===== config.mk =====
export PLATFORM = sky130hd
export DESIGN_NAME = integer_to_ascii_radix
export DESIGN_NICKNAME = d
export VERILOG_FILES = /design/src/rtl/itoa_pkg.sv /design/src/rtl/itoa_ram.sv /design/src/rtl/itoa_front.sv /design/src/rtl/itoa_fifo.sv /design/src/rtl/itoa_back.sv /design/src/rtl/integer_to_ascii_radix.sv
export SDC_FILE = /design/constraint.sdc
export NUM_CORES = 1
export LEC_CHECK = 0
export ABC_CLOCK_PERIOD_IN_PS = 7200
export BUFFER_PORTS_ARGS = -buffer_cell sky130_fd_sc_hd__buf_4
export CAP_MARGIN = 10
export CELL_PAD_IN_SITES_DETAIL_PLACEMENT = 0
export CELL_PAD_IN_SITES_GLOBAL_PLACEMENT = 1
export CORE_ASPECT_RATIO = 0.6
export CORE_MARGIN = 2
export CORE_UTILIZATION = 55
export DETAILED_ROUTE_END_ITERATION = 7
export GPL_ROUTABILITY_DRIVEN = 0
export PLACE_DENSITY = 0.83
export SLEW_MARGIN = 10
export SYNTH_ARGS = -nofsm -noshare
export SYNTH_HDL_FRONTEND = slang
export SYNTH_SLANG_ARGS = --single-unit

===== constraint.sdc =====
create_clock -name i_clk -period 7.2 [get_ports i_clk]
set_input_delay 0.72 -clock i_clk [delete_from_list [all_inputs] [get_ports i_clk]]
set_output_delay 0.72 -clock i_clk [all_outputs]
set_load 0.02 [all_outputs]

===== src/rtl/itoa_pkg.sv =====
package itoa_pkg;

    // Default value width, and depth of the job queue between front and back
    localparam int VALUE_WIDTH_DEF = 64;
    localparam int QUEUE_DEPTH_DEF = 2;

    localparam logic [5:0] RADIX_MIN = 6'd2;
    localparam logic [5:0] RADIX_MAX = 6'd36;
    localparam logic [5:0] RADIX_DEC = 6'd10;
    localparam logic [5:0] DIGIT_MAX = 6'd9;

    localparam logic [6:0] ASCII_ZERO  = 7'h30;
    localparam logic [6:0] ASCII_A     = 7'h61;
    localparam logic [6:0] ASCII_MINUS = 7'h2d;
    // Digit ten maps onto 'a'
    localparam logic [6:0] LETTER_BASE = ASCII_A - 7'd10;

    // Classification of one number, handed from front to back through the queue
    typedef struct packed {
        logic [5:0] radix;
        logic       minus;
        logic       zero;
    } t_job_ctrl;

    // Back-end status, watched at the top level
    typedef struct packed {
        logic idle;
        logic dividing;
    } t_back_stat;

    function automatic logic [6:0] f_ascii(input logic [5:0] digit);
        logic [6:0] wide;
        wide = {1'b0, digit};
        if (digit > DIGIT_MAX) begin
            return wide + LETTER_BASE;
        end
        return wide + ASCII_ZERO;
    endfunction

endpackage


===== src/rtl/itoa_ram.sv =====
module itoa_ram #(
    parameter int WIDTH = 6,
    parameter int DEPTH = 64
) (
    input  logic                     i_clk,
    input  logic                     i_wr_en,
    input  logic [$clog2(DEPTH)-1:0] i_wr_addr,
    input  logic [WIDTH-1:0]         i_wr_data,
    input  logic                     i_rd_en,
    input  logic [$clog2(DEPTH)-1:0] i_rd_addr,
    output logic [WIDTH-1:0]         o_rd_data
);

    logic [WIDTH-1:0] r_mem [DEPTH];
    logic [WIDTH-1:0] r_rd_data;

    always_ff @(posedge i_clk) begin
        if (i_wr_en) begin
            r_mem[i_wr_addr] <= i_wr_data;
        end
        if (i_rd_en) begin
            r_rd_data <= r_mem[i_rd_addr];
        end
    end

    assign o_rd_data = r_rd_data;

endmodule


===== src/rtl/itoa_front.sv =====
module itoa_front #(
    parameter int VALUE_WIDTH = itoa_pkg::VALUE_WIDTH_DEF
) (
    input  logic                          i_valid,
    output logic                          o_stall,
    input  logic signed [VALUE_WIDTH-1:0] i_value,
    input  logic [5:0]                    i_radix,
    input  logic                          i_full,
    output logic                          o_push,
    output itoa_pkg::t_job_ctrl           o_ctrl,
    output logic [VALUE_WIDTH-1:0]        o_mag
);
    import itoa_pkg::*;

    logic [VALUE_WIDTH-1:0] bits;
    logic [5:0]             radix;
    logic                   minus;

    assign bits = i_value;

    always_comb begin
        if (i_radix < RADIX_MIN) begin
            radix = RADIX_MIN;
        end else if (i_radix > RADIX_MAX) begin
            radix = RADIX_MAX;
        end else begin
            radix = i_radix;
        end
    end

    // Negative numbers carry a sign only in base ten
    assign minus = (radix == RADIX_DEC) && bits[VALUE_WIDTH-1];

    assign o_mag        = minus ? (~bits + 1'b1) : bits;
    assign o_ctrl.radix = radix;
    assign o_ctrl.minus = minus;
    assign o_ctrl.zero  = (bits == '0);

    assign o_stall = i_full;
    assign o_push  = i_valid && !i_full;

endmodule


===== src/rtl/itoa_fifo.sv =====
module itoa_fifo #(
    parameter int WIDTH = 72,
    parameter int DEPTH = itoa_pkg::QUEUE_DEPTH_DEF
) (
    input  logic             i_clk,
    input  logic             i_rst_n,
    input  logic             i_push,
    input  logic [WIDTH-1:0] i_data,
    output logic             o_full,
    output logic             o_rd_valid,
    output logic [WIDTH-1:0] o_rd_data,
    input  logic             i_pop
);

    localparam int PW = (DEPTH > 1) ? $clog2(DEPTH) : 1;
    localparam int LW = $clog2(DEPTH + 1);

    logic [WIDTH-1:0] r_mem [DEPTH];
    logic [PW-1:0]    r_wr_ptr, n_wr_ptr;
    logic [PW-1:0]    r_rd_ptr, n_rd_ptr;
    logic [LW-1:0]    r_level, n_level;
    logic             push_ok;
    logic             pop_ok;

    assign push_ok = i_push && !o_full;
    assign pop_ok  = i_pop && o_rd_valid;

    always_comb begin
        n_wr_ptr = r_wr_ptr;
        n_rd_ptr = r_rd_ptr;
        n_level  = r_level;
        if (push_ok) begin
            n_wr_ptr = (r_wr_ptr == PW'(DEPTH - 1)) ? '0 : r_wr_ptr + 1'b1;
        end
        if (pop_ok) begin
            n_rd_ptr = (r_rd_ptr == PW'(DEPTH - 1)) ? '0 : r_rd_ptr + 1'b1;
        end
        if (push_ok && !pop_ok) begin
            n_level = r_level + 1'b1;
        end else if (pop_ok && !push_ok) begin
            n_level = r_level - 1'b1;
        end
    end

    always_ff @(posedge i_clk) begin
        if (!i_rst_n) begin
            r_wr_ptr <= '0;
            r_rd_ptr <= '0;
            r_level  <= '0;
        end else begin
            r_wr_ptr <= n_wr_ptr;
            r_rd_ptr <= n_rd_ptr;
            r_level  <= n_level;
        end
    end

    always_ff @(posedge i_clk) begin
        if (push_ok) begin
            r_mem[r_wr_ptr] <= i_data;
        end
    end

    assign o_full     = (r_level == LW'(DEPTH));
    assign o_rd_valid = (r_level != '0);
    assign o_rd_data  = r_mem[r_rd_ptr];

endmodule


===== src/rtl/itoa_back.sv =====
module itoa_back #(
    parameter int VALUE_WIDTH = itoa_pkg::VALUE_WIDTH_DEF
) (
    input  logic                   i_clk,
    input  logic                   i_rst_n,
    input  logic                   i_job_valid,
    input  itoa_pkg::t_job_ctrl    i_job_ctrl,
    input  logic [VALUE_WIDTH-1:0] i_job_mag,
    output logic                   o_job_pop,
    output logic                   o_valid,
    input  logic                   i_stall,
    output logic [6:0]             o_character,
    output logic                   o_last,
    output itoa_pkg::t_back_stat   o_stat
);
    import itoa_pkg::*;

    localparam int BW = (VALUE_WIDTH > 1) ? $clog2(VALUE_WIDTH) : 1;
    localparam int AW = (VALUE_WIDTH > 1) ? $clog2(VALUE_WIDTH) : 1;
    localparam int CW = $clog2(VALUE_WIDTH + 1);

    localparam logic [2:0] S_IDLE = 3'd0;
    localparam logic [2:0] S_DIV  = 3'd1;
    localparam logic [2:0] S_SIGN = 3'd2;
    localparam logic [2:0] S_READ = 3'd3;
    localparam logic [2:0] S_LOAD = 3'd4;
    localparam logic [2:0] S_ZERO = 3'd5;

    logic [2:0]             r_state, n_state;
    logic [VALUE_WIDTH-1:0] r_quo, n_quo;
    logic [5:0]             r_rem, n_rem;
    logic [5:0]             r_radix, n_radix;
    logic                   r_minus, n_minus;
    logic [BW-1:0]          r_bit, n_bit;
    logic [CW-1:0]          r_count, n_count;
    logic                   r_out_valid, n_out_valid;
    logic [6:0]             r_out_char, n_out_char;
    logic                   r_out_last, n_out_last;

    logic [6:0]             rem_sh;
    logic                   ge;
    logic [5:0]             rem_nx;
    logic [VALUE_WIDTH-1:0] quo_nx;
    logic                   last_bit;
    logic                   out_free;
    logic                   out_load;
    logic [CW-1:0]          count_dec;
    logic                   wr_en;
    logic                   rd_en;
    logic [5:0]             rd_data;

    // One restoring step of the division by the radix
    assign rem_sh   = {r_rem, r_quo[VALUE_WIDTH-1]};
    assign ge       = rem_sh >= {1'b0, r_radix};
    assign rem_nx   = ge ? 6'(rem_sh - {1'b0, r_radix}) : rem_sh[5:0];
    assign quo_nx   = {r_quo[VALUE_WIDTH-2:0], ge};
    assign last_bit = (r_bit == BW'(VALUE_WIDTH - 1));

    assign out_free  = !r_out_valid || !i_stall;
    assign count_dec = r_count - 1'b1;

    itoa_ram #(
        .WIDTH(6),
        .DEPTH(VALUE_WIDTH)
    ) u_store (
        .i_clk    (i_clk),
        .i_wr_en  (wr_en),
        .i_wr_addr(r_count[AW-1:0]),
        .i_wr_data(rem_nx),
        .i_rd_en  (rd_en),
        .i_rd_addr(count_dec[AW-1:0]),
        .o_rd_data(rd_data)
    );

    always_comb begin
        n_state    = r_state;
        n_quo      = r_quo;
        n_rem      = r_rem;
        n_radix    = r_radix;
        n_minus    = r_minus;
        n_bit      = r_bit;
        n_count    = r_count;
        n_out_char = r_out_char;
        n_out_last = r_out_last;
        out_load   = 1'b0;
        wr_en      = 1'b0;
        rd_en      = 1'b0;
        o_job_pop  = 1'b0;
        case (r_state)
            S_IDLE: begin
                if (i_job_valid) begin
                    o_job_pop = 1'b1;
                    n_quo     = i_job_mag;
                    n_radix   = i_job_ctrl.radix;
                    n_minus   = i_job_ctrl.minus;
                    n_rem     = '0;
                    n_bit     = '0;
                    n_count   = '0;
                    n_state   = i_job_ctrl.zero ? S_ZERO : S_DIV;
                end
            end
            S_DIV: begin
                n_quo = quo_nx;
                n_rem = rem_nx;
                n_bit = r_bit + 1'b1;
                if (last_bit) begin
                    // store the remainder as the next digit, then restart
                    wr_en   = 1'b1;
                    n_count = r_count + 1'b1;
                    n_rem   = '0;
                    n_bit   = '0;
                    if (quo_nx == '0) begin
                        n_state = r_minus ? S_SIGN : S_READ;
                    end
                end
            end
            S_SIGN: begin
                if (out_free) begin
                    out_load   = 1'b1;
                    n_out_char = ASCII_MINUS;
                    n_out_last = 1'b0;
                    n_state    = S_READ;
                end
            end
            S_READ: begin
                rd_en   = 1'b1;
                n_count = count_dec;
                n_state = S_LOAD;
            end
            S_LOAD: begin
                if (out_free) begin
                    out_load   = 1'b1;
                    n_out_char = f_ascii(rd_data);
                    n_out_last = (r_count == '0);
                    n_state    = (r_count == '0) ? S_IDLE : S_READ;
                end
            end
            S_ZERO: begin
                if (out_free) begin
                    out_load   = 1'b1;
                    n_out_char = ASCII_ZERO;
                    n_out_last = 1'b1;
                    n_state    = S_IDLE;
                end
            end
            default: begin
                n_state = S_IDLE;
            end
        endcase
        n_out_valid = out_load || (r_out_valid && i_stall);
    end

    always_ff @(posedge i_clk) begin
        if (!i_rst_n) begin
            r_state     <= S_IDLE;
            r_bit       <= '0;
            r_count     <= '0;
            r_minus     <= 1'b0;
            r_out_valid <= 1'b0;
        end else begin
            r_state     <= n_state;
            r_bit       <= n_bit;
            r_count     <= n_count;
            r_minus     <= n_minus;
            r_out_valid <= n_out_valid;
        end
    end

    always_ff @(posedge i_clk) begin
        r_quo      <= n_quo;
        r_rem      <= n_rem;
        r_radix    <= n_radix;
        r_out_char <= n_out_char;
        r_out_last <= n_out_last;
    end

    assign o_valid         = r_out_valid;
    assign o_character     = r_out_char;
    assign o_last          = r_out_last;
    assign o_stat.idle     = (r_state == S_IDLE);
    assign o_stat.dividing = (r_state == S_DIV);

endmodule


===== src/rtl/integer_to_ascii_radix.sv =====
// Integer to text in a radix from 2 to 36.
// Input channel (i_valid / o_stall): one transaction carries a signed value of
// VALUE_WIDTH bits and a radix; a radix outside 2..36 is clamped into range.
// Output channel (o_valid / i_stall): one transaction per ASCII character,
// most significant digit first, o_last high on the final one. Digits above
// nine are lower-case letters, zero gives "0", and only base ten shows a '-'
// for negative values; other bases read the bits as unsigned.
// A front stage classifies each number and pushes it into a two-entry queue,
// so new numbers are taken while the back end is still busy.
// The back end divides by the radix one quotient bit per cycle and keeps the
// digits in a small RAM; each character is then read from the RAM and loaded
// into the output register, after the '-' if there is one.
// A stalled output holds its character; the back end waits and the queue
// fills, after which o_stall rises. Reset is synchronous: it empties the queue,
// drops any number in progress and clears o_valid.
module integer_to_ascii_radix #(
    parameter int VALUE_WIDTH = itoa_pkg::VALUE_WIDTH_DEF,
    parameter int QUEUE_DEPTH = itoa_pkg::QUEUE_DEPTH_DEF
) (
    input  logic                          i_clk,
    input  logic                          i_rst_n,
    input  logic                          i_valid,
    output logic                          o_stall,
    input  logic signed [VALUE_WIDTH-1:0] i_value,
    input  logic [5:0]                    i_radix,
    output logic                          o_valid,
    input  logic                          i_stall,
    output logic [6:0]                    o_character,
    output logic                          o_last
);
    import itoa_pkg::*;

    localparam int JOB_WIDTH = $bits(t_job_ctrl) + VALUE_WIDTH;

    logic                   push;
    logic                   full;
    t_job_ctrl              front_ctrl;
    logic [VALUE_WIDTH-1:0] front_mag;
    logic                   job_valid;
    logic [JOB_WIDTH-1:0]   job_data;
    logic                   job_pop;
    t_job_ctrl              job_ctrl;
    logic [VALUE_WIDTH-1:0] job_mag;
    t_back_stat             back_stat;

    // Classify: clamp the radix, detect zero, take the magnitude in base ten
    itoa_front #(
        .VALUE_WIDTH(VALUE_WIDTH)
    ) u_front (
        .i_valid(i_valid),
        .o_stall(o_stall),
        .i_value(i_value),
        .i_radix(i_radix),
        .i_full (full),
        .o_push (push),
        .o_ctrl (front_ctrl),
        .o_mag  (front_mag)
    );

    // Decouple acceptance from the slow conversion
    itoa_fifo #(
        .WIDTH(JOB_WIDTH),
        .DEPTH(QUEUE_DEPTH)
    ) u_queue (
        .i_clk     (i_clk),
        .i_rst_n   (i_rst_n),
        .i_push    (push),
        .i_data    ({front_ctrl, front_mag}),
        .o_full    (full),
        .o_rd_valid(job_valid),
        .o_rd_data (job_data),
        .i_pop     (job_pop)
    );

    assign job_ctrl = job_data[JOB_WIDTH-1:VALUE_WIDTH];
    assign job_mag  = job_data[VALUE_WIDTH-1:0];

    // Divide, store digits, then play them out in reverse
    itoa_back #(
        .VALUE_WIDTH(VALUE_WIDTH)
    ) u_back (
        .i_clk      (i_clk),
        .i_rst_n    (i_rst_n),
        .i_job_valid(job_valid),
        .i_job_ctrl (job_ctrl),
        .i_job_mag  (job_mag),
        .o_job_pop  (job_pop),
        .o_valid    (o_valid),
        .i_stall    (i_stall),
        .o_character(o_character),
        .o_last     (o_last),
        .o_stat     (back_stat)
    );

    // No character is loaded while a division is under way
    a_no_load_in_div: assert property (@(posedge i_clk) disable iff (!i_rst_n)
        $rose(o_valid) |-> !$past(back_stat.dividing))
        else $error("character loaded during division");

    // A number reaching an empty queue and idle back end is picked up at once
    a_pickup: assert property (@(posedge i_clk) disable iff (!i_rst_n)
        (push && !job_valid && back_stat.idle) |-> ##2 !back_stat.idle)
        else $error("queued number not picked up");

    // The sign never closes a number's text
    a_minus_not_last: assert property (@(posedge i_clk) disable iff (!i_rst_n)
        (o_valid && o_last) |-> (o_character != ASCII_MINUS))
        else $error("minus sign flagged as last character");

endmodule


Word-level counts from Yosys, hierarchy flattened
Memories as Yosys holds them, arrays and structs flattened. A register that Yosys moved wholly into a read port is not among the register bits. Cells that the tools add are included.

Muxes and demuxes: 54. Add/subtract/negate cells: 11. Reduce and logical (&&, ||, !) cells: 29. Eq/ne operators: 14. Order comparisons: 4. Bitwise gates (word level): 1.

Operators by type and width (count): 64-bit logical NOT (2); 64-bit 2-to-1 mux (2); 64-bit case mux with 2 select lines (1); 64-bit by 1-bit adder with 64-bit output, second input constant (1); 64-bit inverter (1); 7-bit 2-to-1 mux (7); 7-bit case mux with 3 select lines (2); 6-bit 2-to-1 mux (6); 6-bit case mux with 2 select lines (2); 1-bit 2-to-1 mux (22); 3-bit 2-to-1 mux (7); 3-bit case mux with 6 select lines (1); 2-bit by 1-bit inequality test with 1-bit output, second input constant (6); 6-bit by 6-bit adder with 7-bit output, second input constant (1); 6-bit by 7-bit adder with 7-bit output, second input constant (1); 7-bit by 1-bit adder with 7-bit output, second input constant (1); 7-bit by 6-bit >= comparator with 1-bit output (1); 1-bit logical AND (7); 7-bit logical NOT (1); 7-bit by 1-bit subtractor with 7-bit output, second input constant (1); 6-bit by 1-bit adder with 6-bit output, second input constant (1); 3-bit by 2-bit equality test with 1-bit output, second input constant (2); 3-bit equality test, second input constant (2); 6-bit by 4-bit equality test with 1-bit output, second input constant (1); 22 further kinds (34).

Register bits after elaboration: 106. Memories: 2. Logic and storage cells: 128. Bits in writable memories: 528. Output and inout bits: 10.

Memories: u_back.u_store.r_mem (words 64, width 6, rd ports 1, clocked after memory_dff 1, wr ports 1, RTL line itoa_ram.sv:14) `logic [WIDTH-1:0] r_mem [DEPTH];`; u_queue.r_mem (words 2, width 72, rd ports 1, clocked after memory_dff 1, wr ports 1, RTL line itoa_fifo.sv:18) `logic [WIDTH-1:0] r_mem [DEPTH];`.

Depth between registers and ports, before layout
Gate-level depths: netlist (run 1).

Depth after elaboration: 8. Gate-level depth with buffers: 14. Gate-level depth less buffers: 10.

By module
From an unflattened synthesis (run 1), not the netlist that was laid out.

Cells, all modules: 1784. Area, all modules: 27656.5 um2.

By module, submodules not included: itoa_ram (times used 1, area each 15285.9 um2, cells each 720); itoa_fifo (times used 1, area each 5455.2 um2, cells each 249); itoa_back (times used 1, area each 5263.8 um2, cells each 568); itoa_front (times used 1, area each 1651.6 um2, cells each 247).

Worst setup path after synthesis (run 1)
Ideal clock, no wire load.

Kind: flip-flop to flip-flop. Start: register u_back.r_rem[1]. End: memory u_back.u_store.r_mem[0][5] (data pin). Required time: 6.472 ns. Setup time: 0.728 ns. Path buffers: 0. Cell stages (with the launch flop): 7. Clock period less this slack: 4.926 ns. Data arrival time: 4.198 ns. Path slack: 2.274 ns. Cell sequence: edfxtp_1 > ha_1 > a21oi_1 > a21oi_1 > a2111oi_0 > nor4b_1 > a211oi_1.

Word-level cells in the longest chain between the ends: 2. Elaborated cells on any way between the ends: 3. Classes of those cells: add/sub (1); order compare (1); mux (1).

Ends and longest elaborated chain: from (decl) (RTL line itoa_back.sv:31) `logic [5:0] r_rem, n_rem;`; from (signal assigned) (RTL line itoa_back.sv:171) `r_rem <= n_rem;`; 6-bit subtractor or 7-bit by 6-bit >= comparator with 1-bit output (tied branches) (RTL line itoa_back.sv:55, itoa_back.sv:54); 6-bit 2-to-1 mux (*) (RTL line itoa_back.sv:55) `assign rem_nx = ge ? 6'(rem_sh - {1'b0, r_radix}) : rem_sh[5:0];`; net u_back.rem_nx[5] (RTL line itoa_back.sv:42) `logic [5:0] rem_nx;`; to (decl) (RTL line itoa_ram.sv:14).

Mark *: on every way through the listed nets, which the timed path passes. The rest lies on a longest branch.

Final worst setup path (run 1)
Start: register u_back.r_count[0]. End: register u_back.u_store.r_rd_data[5], in the netlist u_back.u_store.o_rd_data[5] (read register of u_back.u_store.r_mem) (data pin).

Word-level cells in the longest chain between the ends: 1.

Ends and longest elaborated chain: from (decl) (RTL line itoa_back.sv:35) `logic [CW-1:0] r_count, n_count;`; from (signal assigned) (RTL line itoa_back.sv:163) `r_count <= n_count;`; 7-bit by 1-bit subtractor with 7-bit output (RTL line itoa_back.sv:60) `assign count_dec = r_count - 1'b1;`; to (decl) (RTL line itoa_ram.sv:15) `logic [WIDTH-1:0] r_rd_data;`.

No other way between the ends. A chain may end at the register's enable or synchronous reset.

==> results of run 1 <==
==> final cells by class <==
class	count	area share, %
well taps	640	2.65
flip-flops and latches	641	63.1
clock buffers	66	4.91
repair buffers	104	2.59
clock inverters	36	1.19
multi-input cells	940	25.2
inverters	31	0.386
==> power by group through the flow <==
stage	clock network, µW	logic, µW	registers (µW)
detailed placement	0	3610	6220
CTS	3060	3640	6140
floorplan	0	2220	6150
global placement	0	3490	6200
global route	3210	3960	6200
finish	3030	3630	6150
==> logic make-up (layout without fill, tap and decap cells) <==
group,count (synthesis),count (layout)
flops,641,641
buf+inv,116,237
mux,183,183
fa+ha+maj,17,17
simple gates,435,435
xor+xnor,75,75
compound gates,230,230
==> through the flow <==
step	std cells	total power (µW)	hold slack (ns)	utilization, %
global placement	2356	9680	0.449	58.9
global route	2458	13400	0.348	62.7
floorplan	1697	8370	0.432	-
finish	2458	12800	0.357	62.7
detailed placement	2356	9830	0.459	58.9
CTS	2458	12800	0.338	62.7
==> metal layers <==
layer  vias to the layer above  share of wire, %  global-route usage, %
met5                         -              0.13                   1.22
met4                         2               1.1                   3.86
met3                        77                11                   5.72
met2                       711                42                   33.2
met1                      7848                46                   39.6
li1                       6743                 -                      -
==> worst max path at each step <==
| stage | startpoint | depth (start not counted) | endpoint |
|---|---|---|---|
| 6_report | u_back.r_count[0]$_SDFFE_PN0P_ | 7 | u_back.u_store.o_rd_data[5]$_DFFE_PN_ |
| 2_1_floorplan | u_back.r_rem[1]$_SDFFCE_PP0P_ | 6 | u_back.u_store.r_mem[0][5]$_DFFE_PP_ |
| 4_1_cts | u_back.r_count[0]$_SDFFE_PN0P_ | 7 | u_back.u_store.o_rd_data[5]$_DFFE_PN_ |
| 3_3_place_gp | u_back.r_count[0]$_SDFFE_PN0P_ | 7 | u_back.u_store.o_rd_data[3]$_DFFE_PN_ |
| 3_5_place_dp | u_back.r_count[0]$_SDFFE_PN0P_ | 7 | u_back.u_store.o_rd_data[5]$_DFFE_PN_ |
| 5_1_grt | u_back.r_count[0]$_SDFFE_PN0P_ | 7 | u_back.u_store.o_rd_data[5]$_DFFE_PN_ |
==> flip-flops by register name, indices dropped and copies added, names as in the netlist, 7 cells and up, named ones only <==
| register | count |
|---|---|
| u_queue.r_mem | 144 |
| u_back.u_store.r_mem | 384 |
| u_back.o_character | 7 |
| u_back.r_quo | 64 |
| u_back.r_count | 7 |
==> cell usage in the layout, fill, tap and decap left out, types with 23 or more instances in the layout <==
master and instances:
sky130_fd_sc_hd__inv_1 29, sky130_fd_sc_hd__xor2_1 30, sky130_fd_sc_hd__xnor2_1 43, sky130_fd_sc_hd__mux2i_1 66
sky130_fd_sc_hd__clkbuf_16 58, sky130_fd_sc_hd__nor3_1 23, sky130_fd_sc_hd__nand2_1 151, sky130_fd_sc_hd__a21oi_1 37
sky130_fd_sc_hd__nor2_1 127, sky130_fd_sc_hd__edfxtp_1 618, sky130_fd_sc_hd__o21ai_0 107, sky130_fd_sc_hd__nand3_1 27
sky130_fd_sc_hd__buf_4 104, sky130_fd_sc_hd__mux4_2 108
==> metrics.txt, run 1 <==
# TYPE chip_impl_metric gauge
chip_impl_metric{name="postCtsResizedCells",unit=""} 0
chip_impl_metric{name="yosys.area_share.adder",unit="%"} 0.817
chip_impl_metric{name="seq_area",unit="µm²"} 19000
chip_impl_metric{name="placeableCoreArea",unit="µm²"} 48100
chip_impl_metric{name="ys_seq_area_share",unit="%"} 70.5
chip_impl_metric{name="setup_violations",unit=""} 0
chip_impl_metric{name="vias_after_detailed_routing",unit=""} 15381
chip_impl_metric{name="power_switching_share",unit="%"} 32.6
chip_impl_metric{name="syn_nets",unit=""} 1788
chip_impl_metric{name="comb_power_share",unit="%"} 28.3
chip_impl_metric{name="synth_top_area_share",unit="%"} 68.8
chip_impl_metric{name="ys_seq_elements",unit=""} 641
chip_impl_info{name="crit_path_cell_trace",value="inv_1, ha_4, buf_4, mux4_2, mux4_2, o21ai_0, o21ai_0"} 1
chip_impl_metric{name="asyncSetResetFlopFracSynth",unit="%"} 0
chip_impl_info{name="clock-root-buffer",value="sky130_fd_sc_hd__clkbuf_16"} 1
chip_impl_metric{name="drc",unit=""} 0
chip_impl_metric{name="grt_pass1_vias",unit=""} 14760
chip_impl_metric{name="clock_skew",unit="ns"} 0.0213
chip_impl_info{name="timing.setup.critical_path_class",value="register to register"} 1
chip_impl_info{name="yosys-top-cells-count",value="sky130_fd_sc_hd__edfxtp_1, sky130_fd_sc_hd__nand2_1, sky130_fd_sc_hd__nor2_1"} 1
chip_impl_info{name="kind_of_end_point_of_the_critical_path",value="register"} 1
chip_impl_metric{name="layout_setup_ws",unit="ns"} 2.65
chip_impl_metric{name="multi_input_area",unit="µm²"} 7600
chip_impl_metric{name="synthSimpleGateAreaFrac",unit="%"} 7.50
chip_impl_metric{name="num_antenna_cells",unit=""} 0
chip_impl_metric{name="max_slew.worst_pin.slew",unit="ns"} 1.11
chip_impl_metric{name="grt_antenna_before_repair",unit=""} 0
chip_impl_info{name="min_from",value="i_value[0]"} 1
chip_impl_metric{name="route.detailed.vias_per_inst",unit=""} 6.26
chip_impl_metric{name="power_report.internal_total",unit="µW"} 8620
chip_impl_metric{name="cts-hold-fix-buffers",unit=""} 0
chip_impl_metric{name="dpl_worst_slack",unit="ns"} 2.75
chip_impl_metric{name="setup.reg_to_reg.worst_slack",unit="ns"} 2.65
chip_impl_info{name="clock_tree_from_tritoncts",value="built"} 1
chip_impl_metric{name="fin_crit",unit="ns"} 4.55
chip_impl_info{name="synth_ff_type",value="sky130_fd_sc_hd__edfxtp_1"} 1
chip_impl_metric{name="syn-instance-count",unit=""} 1697
chip_impl_metric{name="drv_slew",unit=""} 0
chip_impl_metric{name="io_pins",unit=""} 84
chip_impl_metric{name="dieArea",unit="µm²"} 50900
chip_impl_metric{name="clk-insertion-delay-late",unit="ns"} 0.60
chip_impl_metric{name="syn_area_per_cell",unit="µm²"} 15.9
chip_impl_metric{name="global_route.overflow_total",unit=""} 0
chip_impl_info{name="most_common_cell_in_the_netlist",value="sky130_fd_sc_hd__edfxtp_1"} 1
chip_impl_metric{name="arrival",unit="ns"} 4.86
chip_impl_metric{name="fin_nets",unit=""} 1865
chip_impl_info{name="status",value="finished clean"} 1
chip_impl_metric{name="hold_violation_total_from_the_final_report",unit=""} 0
chip_impl_metric{name="dpl_cell_area",unit="µm²"} 28300
chip_impl_metric{name="vdd.ir_drop.worst",unit="µV"} 668
chip_impl_metric{name="power-per-cell-area",unit="nW/µm²"} 424
chip_impl_metric{name="yosys.area_share.xor_xnor",unit="%"} 2.44
chip_impl_metric{name="worst_setup_hold_path_clk_slew",unit="ns"} 0.07
chip_impl_metric{name="crit_required",unit="ns"} 7.51
chip_impl_metric{name="die_height",unit="µm"} 176
chip_impl_info{name="path_delay_family",value="adder cells"} 1
chip_impl_metric{name="cts_inserted_buffers",unit=""} 56
chip_impl_metric{name="buffer_ports.inserted",unit=""} 83
chip_impl_metric{name="share_seq_of_total_power",unit="%"} 48.0
chip_impl_info{name="synth_top_cells_by_area",value="sky130_fd_sc_hd__edfxtp_1, sky130_fd_sc_hd__mux4_2, sky130_fd_sc_hd__mux2i_1"} 1
chip_impl_metric{name="dp_hpwl",unit="µm"} 38500
chip_impl_metric{name="synth_enable_flop_cells",unit=""} 618
chip_impl_metric{name="cellLeakagePower",unit="µW"} 0.00964
chip_impl_info{name="rsz0062_at_grt",value="false"} 1
chip_impl_metric{name="clock-sinks",unit=""} 641
chip_impl_metric{name="max_stage_delay",unit="ns"} 1.07
chip_impl_metric{name="floorplan.die.width",unit="µm"} 290
chip_impl_metric{name="timing.slew.headroom",unit="%"} 26.1
chip_impl_metric{name="synth_area_in_compound_gates",unit="%"} 5.22
chip_impl_info{name="hold_end",value="u_queue.r_mem[1][0]$_DFFE_PP_"} 1
chip_impl_metric{name="holdPathStages",unit=""} 1
chip_impl_metric{name="wire_length_of_the_first_global_routing_pass",unit="µm"} 92500
chip_impl_metric{name="initial_core_util",unit="%"} 56.1
chip_impl_metric{name="post-route-cell-area",unit="µm²"} 30200
chip_impl_metric{name="clock_power_share",unit="%"} 23.6
chip_impl_metric{name="synth-warning-count",unit=""} 0
chip_impl_metric{name="max_clock_freq",unit="GHz"} 0.220
chip_impl_metric{name="timing.reg2reg.worst_path_depth",unit=""} 7
chip_impl_metric{name="crit_buf_inv",unit=""} 2
chip_impl_info{name="hold_path.class",value="primary input to register"} 1
chip_impl_metric{name="gr-usage-all-layers",unit="%"} 24.1
chip_impl_info{name="r2r_end",value="u_back.u_store.o_rd_data[5]$_DFFE_PN_"} 1
chip_impl_metric{name="post_cts.repair.setup_buffers",unit=""} 0
chip_impl_metric{name="number_of_optimization_iterations_in_the_first_detailed_route_pass",unit=""} 6
chip_impl_metric{name="synth_area",unit="µm²"} 27000
chip_impl_info{name="critical_path.reg2reg.startpoint",value="u_back.r_count[0]$_SDFFE_PN0P_"} 1
chip_impl_metric{name="final_layout_size_suffix_gt1_share",unit="%"} 18.0
chip_impl_info{name="crit_slowest_cell",value="sky130_fd_sc_hd__ha_4"} 1
chip_impl_metric{name="avgRoutedWirePerCell",unit="µm"} 24.7
chip_impl_metric{name="drt_iter0_drc",unit=""} 1922
chip_impl_metric{name="maximum_number_of_pins_on_one_net_before_global_route_repair",unit=""} 107
chip_impl_metric{name="power.net_switching",unit="µW"} 4170
chip_impl_info{name="synth_largest_area_cell",value="sky130_fd_sc_hd__edfxtp_1"} 1
chip_impl_metric{name="area_growth_syn_to_layout",unit="%"} 11.9
chip_impl_info{name="worstSetupStartpointType",value="register"} 1
chip_impl_metric{name="n_fill_cell",unit=""} 3418
chip_impl_metric{name="worstPathMaxFanout",unit=""} 74
chip_impl_metric{name="cap_violations",unit=""} 0
chip_impl_info{name="largest_family_of_logic_cells_by_synthesized_area",value="multiplexers"} 1
chip_impl_metric{name="yosys-mux-area-fraction",unit="%"} 11.8
chip_impl_metric{name="yosysUniqueCellTypes",unit=""} 62
chip_impl_metric{name="final.period_utilization",unit="%"} 63.2
chip_impl_metric{name="htree_num_levels",unit=""} 2
chip_impl_metric{name="setup_tns",unit="ns"} 0
chip_impl_metric{name="drt_wl_total",unit="µm"} 60800
chip_impl_metric{name="clk_path_buf_depth",unit=""} 3
chip_impl_metric{name="ant_nets_after_route",unit=""} 0
chip_impl_metric{name="rows",unit=""} 62
Power figures use the tool's default switching activity.
==> run 2: changes to the inputs <==
--- a/config.mk
+++ b/config.mk
@@ -5,17 +5,17 @@
 export SDC_FILE = /design/constraint.sdc
 export NUM_CORES = 1
 export LEC_CHECK = 0
-export ABC_CLOCK_PERIOD_IN_PS = 7200
+export ABC_CLOCK_PERIOD_IN_PS = 3900
 export BUFFER_PORTS_ARGS = -buffer_cell sky130_fd_sc_hd__buf_4
 export CAP_MARGIN = 10
 export CELL_PAD_IN_SITES_DETAIL_PLACEMENT = 0
 export CELL_PAD_IN_SITES_GLOBAL_PLACEMENT = 1
 export CORE_ASPECT_RATIO = 0.6
 export CORE_MARGIN = 2
-export CORE_UTILIZATION = 55
+export CORE_UTILIZATION = 48
 export DETAILED_ROUTE_END_ITERATION = 7
 export GPL_ROUTABILITY_DRIVEN = 0
-export PLACE_DENSITY = 0.83
+export PLACE_DENSITY = 0.77
 export SLEW_MARGIN = 10
 export SYNTH_ARGS = -nofsm -noshare
 export SYNTH_HDL_FRONTEND = slang
==> constraint.sdc (replaced) <==
create_clock -name i_clk -period 3.9 [get_ports i_clk]
set_input_delay 0.39 -clock i_clk [delete_from_list [all_inputs] [get_ports i_clk]]
set_output_delay 0.39 -clock i_clk [all_outputs]
set_load 0.02 [all_outputs]
==> run 2 against run 1 <==
  * First-iteration DRC count fell by 4.1%
  * Setup slack lost 1.9 ns
  * Fmax increased by 45%
  * Largest cell class unchanged
  * Clock-buffer cell count up 10
  * Critical path type unchanged
  * Highest routed layer is now met4
  * Non-clock buffer count increased by 30
  * Register-to-register slack worse by 1.9 ns
  * Hold slack worse by 0.31 ns
  * Clock skew is 0.0060 ns higher
  * Die area grew 14%
==> metrics.txt, run 2 (synthesis gave the netlist of run 1 again) <==
# TYPE chip_impl_metric gauge
chip_impl_metric{name="global_route.overflow_total",unit=""} 0
chip_impl_info{name="kind_of_end_point_of_the_critical_path",value="register"} 1
chip_impl_metric{name="max_stage_delay",unit="ns"} 0.77
chip_impl_metric{name="io_pins",unit=""} 84
chip_impl_info{name="min_from",value="i_radix[5]"} 1
chip_impl_metric{name="avgRoutedWirePerCell",unit="µm"} 23.4
chip_impl_metric{name="max_slew.worst_pin.slew",unit="ns"} 1.10
chip_impl_info{name="most_used_cell_along_the_critical_path",value="sky130_fd_sc_hd__nor2_1"} 1
chip_impl_metric{name="crit_buf_inv",unit=""} 0
chip_impl_metric{name="arrival",unit="ns"} 3.38
chip_impl_metric{name="gr-usage-all-layers",unit="%"} 21.4
chip_impl_metric{name="worst_setup_hold_path_clk_slew",unit="ns"} 0.07
chip_impl_info{name="most_flop_heavy_register",value="u_back.u_store.r_mem"} 1
chip_impl_info{name="hold_path.class",value="primary input to register"} 1
chip_impl_info{name="crit_slowest_cell",value="sky130_fd_sc_hd__nor2_1"} 1
chip_impl_metric{name="fin_nets",unit=""} 1897
chip_impl_info{name="largest_registers",value="u_back.u_store.r_mem: 384 flops, u_queue.r_mem: 144 flops, u_back.r_quo: 64 flops"} 1
chip_impl_metric{name="fin_crit",unit="ns"} 3.15
chip_impl_info{name="most_common_cell_after_layout_fill_and_taps_aside",value="sky130_fd_sc_hd__edfxtp_1"} 1
chip_impl_metric{name="drt_iter0_drc",unit=""} 1843
chip_impl_metric{name="n_fill_cell",unit=""} 4433
chip_impl_metric{name="crit_required",unit="ns"} 4.13
chip_impl_metric{name="setup_tns",unit="ns"} 0
chip_impl_metric{name="clock_skew",unit="ns"} 0.0274
chip_impl_metric{name="worstPathMaxFanout",unit=""} 8
chip_impl_metric{name="route.detailed.vias_per_inst",unit=""} 5.81
chip_impl_info{name="clock-root-buffer",value="sky130_fd_sc_hd__clkbuf_16"} 1
chip_impl_metric{name="drv_slew",unit=""} 0
chip_impl_metric{name="multi_input_area",unit="µm²"} 7600
chip_impl_metric{name="timing.slew.headroom",unit="%"} 26.1
chip_impl_metric{name="clock-sinks",unit=""} 641
chip_impl_metric{name="grt_antenna_before_repair",unit=""} 0
chip_impl_metric{name="dieArea",unit="µm²"} 58200
chip_impl_metric{name="buffer_ports.inserted",unit=""} 83
chip_impl_metric{name="area_growth_syn_to_layout",unit="%"} 13.5
chip_impl_info{name="status",value="finished clean"} 1
chip_impl_metric{name="met1_usage",unit="%"} 35.5
chip_impl_metric{name="setup_violations",unit=""} 0
chip_impl_metric{name="dpl.cell_count",unit=""} 2504
chip_impl_info{name="crit_path_cell_trace",value="ha_1, nand3_1, nor2_1, nand2_1, nor2_1, nand3_1, nor2_1"} 1
chip_impl_info{name="critical_path.reg2reg.startpoint",value="u_back.r_bit[0]$_SDFFE_PN0P_"} 1
chip_impl_metric{name="met2_usage",unit="%"} 28.1
chip_impl_metric{name="cap_violations",unit=""} 0
chip_impl_info{name="clock_tree_from_tritoncts",value="built"} 1
chip_impl_info{name="worstSetupStartpointType",value="register"} 1
chip_impl_metric{name="placeableCoreArea",unit="µm²"} 55700
chip_impl_metric{name="clk_path_buf_depth",unit=""} 3
chip_impl_metric{name="number_of_optimization_iterations_in_the_first_detailed_route_pass",unit=""} 5
chip_impl_metric{name="largest_register_ffs",unit=""} 384
chip_impl_metric{name="floorplan.die.width",unit="µm"} 310
chip_impl_info{name="globalRoute.busiestLayer",value="met1"} 1
chip_impl_metric{name="post-route-cell-area",unit="µm²"} 30600
chip_impl_metric{name="final.period_utilization",unit="%"} 80.8
chip_impl_metric{name="cts_inserted_buffers",unit=""} 58
chip_impl_metric{name="maximum_number_of_pins_on_one_net_before_global_route_repair",unit=""} 140
chip_impl_metric{name="cellLeakagePower",unit="µW"} 0.00979
chip_impl_metric{name="seq_area",unit="µm²"} 19000
chip_impl_metric{name="htree_num_levels",unit=""} 2
chip_impl_metric{name="drt_wl_total",unit="µm"} 61200
chip_impl_metric{name="initial_core_util",unit="%"} 48.4
chip_impl_info{name="rsz0062_at_grt",value="false"} 1
chip_impl_metric{name="met3_usage",unit="%"} 5.57
chip_impl_metric{name="die_height",unit="µm"} 188
chip_impl_metric{name="dpl_cell_area",unit="µm²"} 28800
chip_impl_metric{name="hold_violation_total_from_the_final_report",unit=""} 0
chip_impl_info{name="path_delay_family",value="simple AND/OR/NAND/NOR gates"} 1
chip_impl_metric{name="post_cts.repair.setup_buffers",unit=""} 0
chip_impl_metric{name="grt_pass1_vias",unit=""} 15069
chip_impl_metric{name="final_layout_size_suffix_gt1_share",unit="%"} 19.1
chip_impl_metric{name="drc",unit=""} 0
chip_impl_metric{name="final_cells",unit=""} 2615
chip_impl_info{name="timing.setup.critical_path_class",value="register to register"} 1
chip_impl_metric{name="rows",unit=""} 67
chip_impl_metric{name="clk-insertion-delay-late",unit="ns"} 0.62
chip_impl_metric{name="power-per-cell-area",unit="nW/µm²"} 783
chip_impl_metric{name="wire_length_of_the_first_global_routing_pass",unit="µm"} 93200
chip_impl_metric{name="vdd.ir_drop.worst",unit="µV"} 782
chip_impl_metric{name="vias_after_detailed_routing",unit=""} 15185
chip_impl_metric{name="ant_nets_after_route",unit=""} 0
chip_impl_info{name="critPathLaunch",value="u_back.r_bit[0]$_SDFFE_PN0P_"} 1
chip_impl_info{name="most-common-layout-cells",value="sky130_fd_sc_hd__edfxtp_1, sky130_fd_sc_hd__nand2_1, sky130_fd_sc_hd__nor2_1, sky130_fd_sc_hd__buf_4, sky130_fd_sc_hd__mux4_2"} 1
chip_impl_metric{name="max_clock_freq",unit="GHz"} 0.317
chip_impl_metric{name="dp_hpwl",unit="µm"} 41100
run 2: cell count changes in the layout (fill, tap and decap cells not counted), sizes merged:
cell / delta
bufinv: -3
clkbuf: +10
clkinv: -2
clkinvlp: +1
inv: +1
dlygate4sd3: +1
diode: +1
buf: +29
run 2: final cells by class:
cell class,count,area share (%)
Timing Repair Buffer,134,3.54
Inverter,31,0.380
Clock inverter,33,0.912
Tap cell,759,3.10
Clock buffer,76,5.03
Antenna cell,1,0.00818
Sequential cell,641,62.2
Multi-Input combinational cell,940,24.8
run 2: worst paths after layout:
check	endpoint	slack, ns	cells past startpoint
worst min-delay path	u_queue.r_mem[1][71]$_DFFE_PP_	0.05	1
worst max register to register	u_back.u_store.r_mem[6][0]$_DFFE_PP_	0.75	7
worst min register to register	u_back.r_minus$_SDFFE_PN0P_	0.51	1
worst max-delay path	u_back.u_store.r_mem[6][0]$_DFFE_PP_	0.75	7
run 2: per-stage QoR:
step | util [%] | hold slack, ns | total power, µW | setup WS (ns)
finish | 55.0 | 0.0458 | 23900 | 0.749
global placement | 51.7 | 0.445 | 18300 | 0.584
floorplan | - | 0.432 | 15400 | 0.131
global route | 55.0 | 0.0277 | 25000 | 0.588
detailed placement | 51.7 | 0.491 | 18600 | 0.593
CTS | 55.0 | 0.0228 | 24000 | 0.820
run 2: worst register-to-register path: cells and delay by family (launching register included):
family | cells | cell delay (ns)
fa+ha+maj | 1 | 0.23
flops | 1 | 0.37
simple gates | 6 | 2.17
run 2: what timing repair did:
item                      4_1_cts  5_1_grt
hold buffers                    1        0
hold endpoints to repair        2        0
resized for setup               0        0
run 2: power breakdown:
part | total, µW | internal (µW) | switching (µW)
registers | 11200 | 10800 | 448
logic | 7190 | 2260 | 4930
clock network | 5550 | 3050 | 2510
total | 23900 | 16100 | 7890
run 2: metal layers:
layer | up-vias | part of all wire, %
li1 | 6809 | -
met1 | 7764 | 49
met2 | 541 | 40
met3 | 71 | 8.9
met4 | 0 | 1.4
met5 | - | 0
==> run 3: changes to the inputs <==
--- a/config.mk
+++ b/config.mk
@@ -5,14 +5,15 @@
 export SDC_FILE = /design/constraint.sdc
 export NUM_CORES = 1
 export LEC_CHECK = 0
-export ABC_CLOCK_PERIOD_IN_PS = 3900
+export ABC_AREA = 1
+export ABC_CLOCK_PERIOD_IN_PS = 2700
 export BUFFER_PORTS_ARGS = -buffer_cell sky130_fd_sc_hd__buf_4
 export CAP_MARGIN = 10
 export CELL_PAD_IN_SITES_DETAIL_PLACEMENT = 0
 export CELL_PAD_IN_SITES_GLOBAL_PLACEMENT = 1
 export CORE_ASPECT_RATIO = 0.6
 export CORE_MARGIN = 2
-export CORE_UTILIZATION = 48
+export CORE_UTILIZATION = 45
 export DETAILED_ROUTE_END_ITERATION = 7
 export GPL_ROUTABILITY_DRIVEN = 0
 export PLACE_DENSITY = 0.77
==> constraint.sdc (replaced) <==
create_clock -name i_clk -period 2.7 [get_ports i_clk]
set_input_delay 0.27 -clock i_clk [delete_from_list [all_inputs] [get_ports i_clk]]
set_output_delay 0.27 -clock i_clk [all_outputs]
set_load 0.02 [all_outputs]
==> run 3 against run 2 <==
  * Clock power rose by 54%
  * Setup slack got worse by 0.63 ns
  * Clock skew fell by 0.010 ns
  * Utilization fell by 2.2 points
  * Cell area rose by 8.9%
  * Routed wire length rose by 26%
  * Combinational power rose by 110%
  * Critical path depth rose by 4
  * Sequential share of layout area fell by 5.1 points
==> metrics.txt, run 3 <==
# TYPE chip_impl_metric gauge
chip_impl_metric{name="final.period_utilization",unit="%"} 95.6
chip_impl_metric{name="arrival",unit="ns"} 2.95
chip_impl_metric{name="asyncSetResetFlopFracSynth",unit="%"} 0
chip_impl_metric{name="rows",unit=""} 71
chip_impl_metric{name="timing.slew.headroom",unit="%"} 48.1
chip_impl_metric{name="number_of_optimization_iterations_in_the_first_detailed_route_pass",unit=""} 6
chip_impl_metric{name="maximum_number_of_pins_on_one_net_before_global_route_repair",unit=""} 146
chip_impl_metric{name="ys_seq_area_share",unit="%"} 65.7
chip_impl_metric{name="power-per-cell-area",unit="nW/µm²"} 1190
chip_impl_info{name="synth_ff_type",value="sky130_fd_sc_hd__edfxtp_1"} 1
chip_impl_metric{name="setup_tns",unit="ns"} 0
chip_impl_info{name="clock-root-buffer",value="sky130_fd_sc_hd__clkbuf_16"} 1
chip_impl_metric{name="yosysUniqueCellTypes",unit=""} 43
chip_impl_info{name="most_flop_heavy_register",value="u_back.u_store.r_mem"} 1
chip_impl_metric{name="gr-usage-all-layers",unit="%"} 22.9
chip_impl_metric{name="power.net_switching",unit="µW"} 15300
chip_impl_metric{name="htree_num_levels",unit=""} 2
chip_impl_metric{name="setup.reg_to_reg.worst_slack",unit="ns"} 0.13
chip_impl_metric{name="largest_register_ffs",unit=""} 384
chip_impl_metric{name="fin_crit",unit="ns"} 2.58
chip_impl_info{name="clock_tree_from_tritoncts",value="built"} 1
chip_impl_info{name="hold_path.class",value="primary input to register"} 1
chip_impl_metric{name="fin_nets",unit=""} 3011
chip_impl_info{name="synth_top_cells_by_area",value="sky130_fd_sc_hd__edfxtp_1, sky130_fd_sc_hd__nor2_1, sky130_fd_sc_hd__nand2_1"} 1
chip_impl_info{name="worstSetupStartpointType",value="primary input"} 1
chip_impl_metric{name="syn_area_per_cell",unit="µm²"} 10.5
chip_impl_metric{name="placeableCoreArea",unit="µm²"} 63200
chip_impl_metric{name="comb_power_share",unit="%"} 37.9
chip_impl_info{name="synth_largest_area_cell",value="sky130_fd_sc_hd__edfxtp_1"} 1
chip_impl_metric{name="worstPathMaxFanout",unit=""} 4
chip_impl_info{name="most_common_cell_in_the_netlist",value="sky130_fd_sc_hd__nor2_1"} 1
chip_impl_metric{name="max_stage_delay",unit="ns"} 0.56
chip_impl_metric{name="timing.reg2reg.worst_path_depth",unit=""} 7
chip_impl_metric{name="drc",unit=""} 0
chip_impl_metric{name="drt_wl_total",unit="µm"} 76900
chip_impl_metric{name="max_slew.worst_pin.slew",unit="ns"} 0.775
chip_impl_metric{name="clk-insertion-delay-late",unit="ns"} 0.63
chip_impl_metric{name="synth_enable_flop_cells",unit=""} 618
chip_impl_metric{name="ant_nets_after_route",unit=""} 0
chip_impl_metric{name="num_antenna_cells",unit=""} 0
chip_impl_info{name="status",value="finished clean"} 1
chip_impl_metric{name="grt_pass1_vias",unit=""} 19153
chip_impl_metric{name="synth_area",unit="µm²"} 28900
chip_impl_metric{name="synth_top_area_share",unit="%"} 64.1
chip_impl_metric{name="initial_core_util",unit="%"} 45.8
chip_impl_metric{name="cellLeakagePower",unit="µW"} 0.0119
chip_impl_metric{name="crit_buf_inv",unit=""} 3
chip_impl_metric{name="io_pins",unit=""} 84
chip_impl_metric{name="floorplan.die.width",unit="µm"} 331
chip_impl_metric{name="dieArea",unit="µm²"} 66400
chip_impl_metric{name="ys_seq_elements",unit=""} 641
chip_impl_metric{name="crit_required",unit="ns"} 3.07
chip_impl_metric{name="setup_violations",unit=""} 0
chip_impl_metric{name="share_seq_of_total_power",unit="%"} 40.6
chip_impl_metric{name="clock_skew",unit="ns"} 0.0170
chip_impl_metric{name="worst_hold_slack",unit="ns"} 0.0370
chip_impl_metric{name="holdPathStages",unit=""} 3
chip_impl_metric{name="power_report.internal_total",unit="µW"} 24400
chip_impl_info{name="timing.setup.critical_path_class",value="primary input to register"} 1
chip_impl_metric{name="syn-instance-count",unit=""} 2767
chip_impl_info{name="most_used_cell_along_the_critical_path",value="sky130_fd_sc_hd__nand2_1"} 1
chip_impl_metric{name="clk_path_buf_depth",unit=""} 3
chip_impl_metric{name="buffer_ports.inserted",unit=""} 83
chip_impl_metric{name="wire_length_of_the_first_global_routing_pass",unit="µm"} 117000
chip_impl_info{name="hold_end",value="u_queue.r_mem[1][52]$_DFFE_PP_"} 1
chip_impl_metric{name="grt_antenna_before_repair",unit=""} 0
chip_impl_metric{name="post_cts.repair.setup_buffers",unit=""} 0
chip_impl_info{name="most-common-layout-cells",value="sky130_fd_sc_hd__nor2_1, sky130_fd_sc_hd__edfxtp_1, sky130_fd_sc_hd__nand2_1"} 1
chip_impl_metric{name="final_layout_size_suffix_gt1_share",unit="%"} 11.6
chip_impl_metric{name="drt_iter0_drc",unit=""} 2669
chip_impl_metric{name="cap_violations",unit=""} 0
chip_impl_metric{name="worst_setup_hold_path_clk_slew",unit="ns"} 0.06
chip_impl_metric{name="vdd.ir_drop.worst",unit="µV"} 1780
chip_impl_metric{name="drv_slew",unit=""} 0
chip_impl_metric{name="hold_violation_total_from_the_final_report",unit=""} 0
chip_impl_metric{name="power_switching_share",unit="%"} 38.5
chip_impl_info{name="largest_registers",value="u_back.u_store.r_mem: 384 flops, u_queue.r_mem: 144 flops, u_back.r_quo: 64 flops"} 1
chip_impl_metric{name="route.detailed.vias_per_inst",unit=""} 5.51
chip_impl_info{name="critical_path.reg2reg.startpoint",value="u_back.r_bit[0]$_SDFFE_PN0P_"} 1
chip_impl_metric{name="clock-sinks",unit=""} 641
chip_impl_info{name="path_delay_family",value="simple AND/OR/NAND/NOR gates"} 1
chip_impl_info{name="kind_of_end_point_of_the_critical_path",value="register"} 1
chip_impl_info{name="r2r_end",value="u_back.u_store.r_mem[56][5]$_DFFE_PP_"} 1
chip_impl_metric{name="die_height",unit="µm"} 200
chip_impl_metric{name="synth-warning-count",unit=""} 0
chip_impl_info{name="yosys-top-cells-count",value="sky130_fd_sc_hd__nor2_1, sky130_fd_sc_hd__edfxtp_1, sky130_fd_sc_hd__nand2_1"} 1
chip_impl_info{name="most_common_cell_after_layout_fill_and_taps_aside",value="sky130_fd_sc_hd__nor2_1"} 1
chip_impl_metric{name="vias_after_detailed_routing",unit=""} 20975
chip_impl_metric{name="cts_inserted_buffers",unit=""} 58
chip_impl_metric{name="avgRoutedWirePerCell",unit="µm"} 20.2
chip_impl_metric{name="dp_hpwl",unit="µm"} 51800
chip_impl_metric{name="max_clock_freq",unit="GHz"} 0.387
chip_impl_metric{name="global_route.overflow_total",unit=""} 0
chip_impl_metric{name="syn_nets",unit=""} 2858
chip_impl_info{name="min_from",value="i_value[52]"} 1
chip_impl_info{name="crit_slowest_cell",value="sky130_fd_sc_hd__dlygate4sd3_1"} 1
chip_impl_info{name="rsz0062_at_grt",value="false"} 1
chip_impl_metric{name="area_growth_syn_to_layout",unit="%"} 15.1
chip_impl_metric{name="clock_power_share",unit="%"} 21.5
chip_impl_info{name="crit_path_cell_trace",value="dlygate4sd3_1, buf_4, inv_1, ha_1, nand3_1, nor2_1, nand2_1, nor3_1, xor2_1, nand2_1, nand2_1"} 1
## run 3: cell types whose count changed after synthesis, moves of 21 or more
| cell | before | now |
|---|---|---|
| sky130_fd_sc_hd__mux4_2 | 108 | 0 |
| sky130_fd_sc_hd__o211ai_1 | 1 | 85 |
| sky130_fd_sc_hd__xnor2_1 | 45 | 4 |
| sky130_fd_sc_hd__xor2_1 | 30 | 51 |
| sky130_fd_sc_hd__o21ai_0 | 109 | 190 |
| sky130_fd_sc_hd__buf_2 | 8 | 42 |
| sky130_fd_sc_hd__o21ai_1 | 4 | 54 |
| sky130_fd_sc_hd__nor4_1 | 22 | 0 |
| sky130_fd_sc_hd__inv_1 | 30 | 111 |
| sky130_fd_sc_hd__nor2_1 | 128 | 629 |
| sky130_fd_sc_hd__a31oi_1 | 11 | 67 |
| sky130_fd_sc_hd__nand3_1 | 27 | 153 |
| sky130_fd_sc_hd__nand2_1 | 151 | 512 |
| sky130_fd_sc_hd__mux2i_1 | 67 | 0 |
## run 3: stage by stage
| step | setup WS (ns) | power [µW] | util, % | area [µm²] | std cells |
|---|---|---|---|---|---|
| 6_report | 0.118 | 39700 | 52.8 | 33300 | 3807 |
| 3_5_place_dp | 0.164 | 31200 | 49.3 | 31100 | 3676 |
| 3_3_place_gp | 0.203 | 30900 | 49.3 | 31100 | 3676 |
| 4_1_cts | 0.161 | 39800 | 52.8 | 33300 | 3807 |
| 5_1_grt | 0.0129 | 41800 | 52.8 | 33300 | 3807 |
| 2_1_floorplan | 0.0681 | 24800 | - | 29000 | 2767 |
## run 3: repair_timing
action	4_1_cts	5_1_grt
hold buffers	23	0
setup endpoints to repair	0	320
endpoints found under the hold margin	58	0
resized for setup	0	6
## run 3: power by group through the flow
stage | Sequential [µW] | Clock, µW | Combinational (µW)
2_1_floorplan | 16300 | 0 | 8490
3_3_place_gp | 16300 | 0 | 14700
3_5_place_dp | 16300 | 0 | 14900
4_1_cts | 16100 | 8710 | 15000
5_1_grt | 16300 | 9070 | 16400
6_report | 16100 | 8530 | 15000
## run 3: cell families (layout without fill, tap and decap cells)
logic type	after synthesis	after routing	synth area share, %
flops	641	641	65.7
simple gates	1364	1364	19.1
compound gates	432	432	8.58
xor+xnor	58	58	1.87
buf+inv	255	456	3.97
fa+ha+maj	17	17	0.761
## run 3: worst min-delay path, stage by stage
cell and delay (ns):
sky130_fd_sc_hd__buf_4 0.11, sky130_fd_sc_hd__nand2_1 0.05, sky130_fd_sc_hd__nand2_1 0.10
## run 3: cell type report
cell class	count	area, µm²
clock buffers	69	1510
clock inverters	39	435
fillers	5512	29800
inverters	123	464
multi-input cells	1871	8840
flip-flops and latches	641	19000
well taps	839	1050
repair buffers	225	2000
## run 3: per-layer routing
metal | wire [µm] | global-route usage (%) | up-vias | share of wire, %
met3 | 7500 | 5.06 | 71 | 9.8
met2 | 29800 | 29.7 | 839 | 39
met5 | 0 | 0 | - | 0
li1 | - | - | 9916 | -
met1 | 38600 | 38.3 | 10149 | 50
met4 | 994 | 4.26 | 0 | 1.3
## run 3: worst max-delay path by stage
stage               slack (ns)                                     to  cells after the start                     startpoint
finish                    0.12         u_queue.r_mem[0][48]$_DFFE_PP_                     11                     i_value[0]
global route              0.01  u_back.u_store.r_mem[55][0]$_DFFE_PP_                      8   u_back.r_bit[0]$_SDFFE_PN0P_
detailed placement        0.16  u_back.u_store.r_mem[56][4]$_DFFE_PP_                      7   u_back.r_bit[0]$_SDFFE_PN0P_
CTS                       0.16  u_back.u_store.r_mem[55][5]$_DFFE_PP_                     10  u_back.r_rem[1]$_SDFFCE_PP0P_
floorplan                 0.07   u_back.u_store.r_mem[0][4]$_DFFE_PP_                      8  u_back.r_rem[1]$_SDFFCE_PP0P_
global placement          0.20  u_back.u_store.r_mem[31][5]$_DFFE_PP_                     10  u_back.r_rem[1]$_SDFFCE_PP0P_
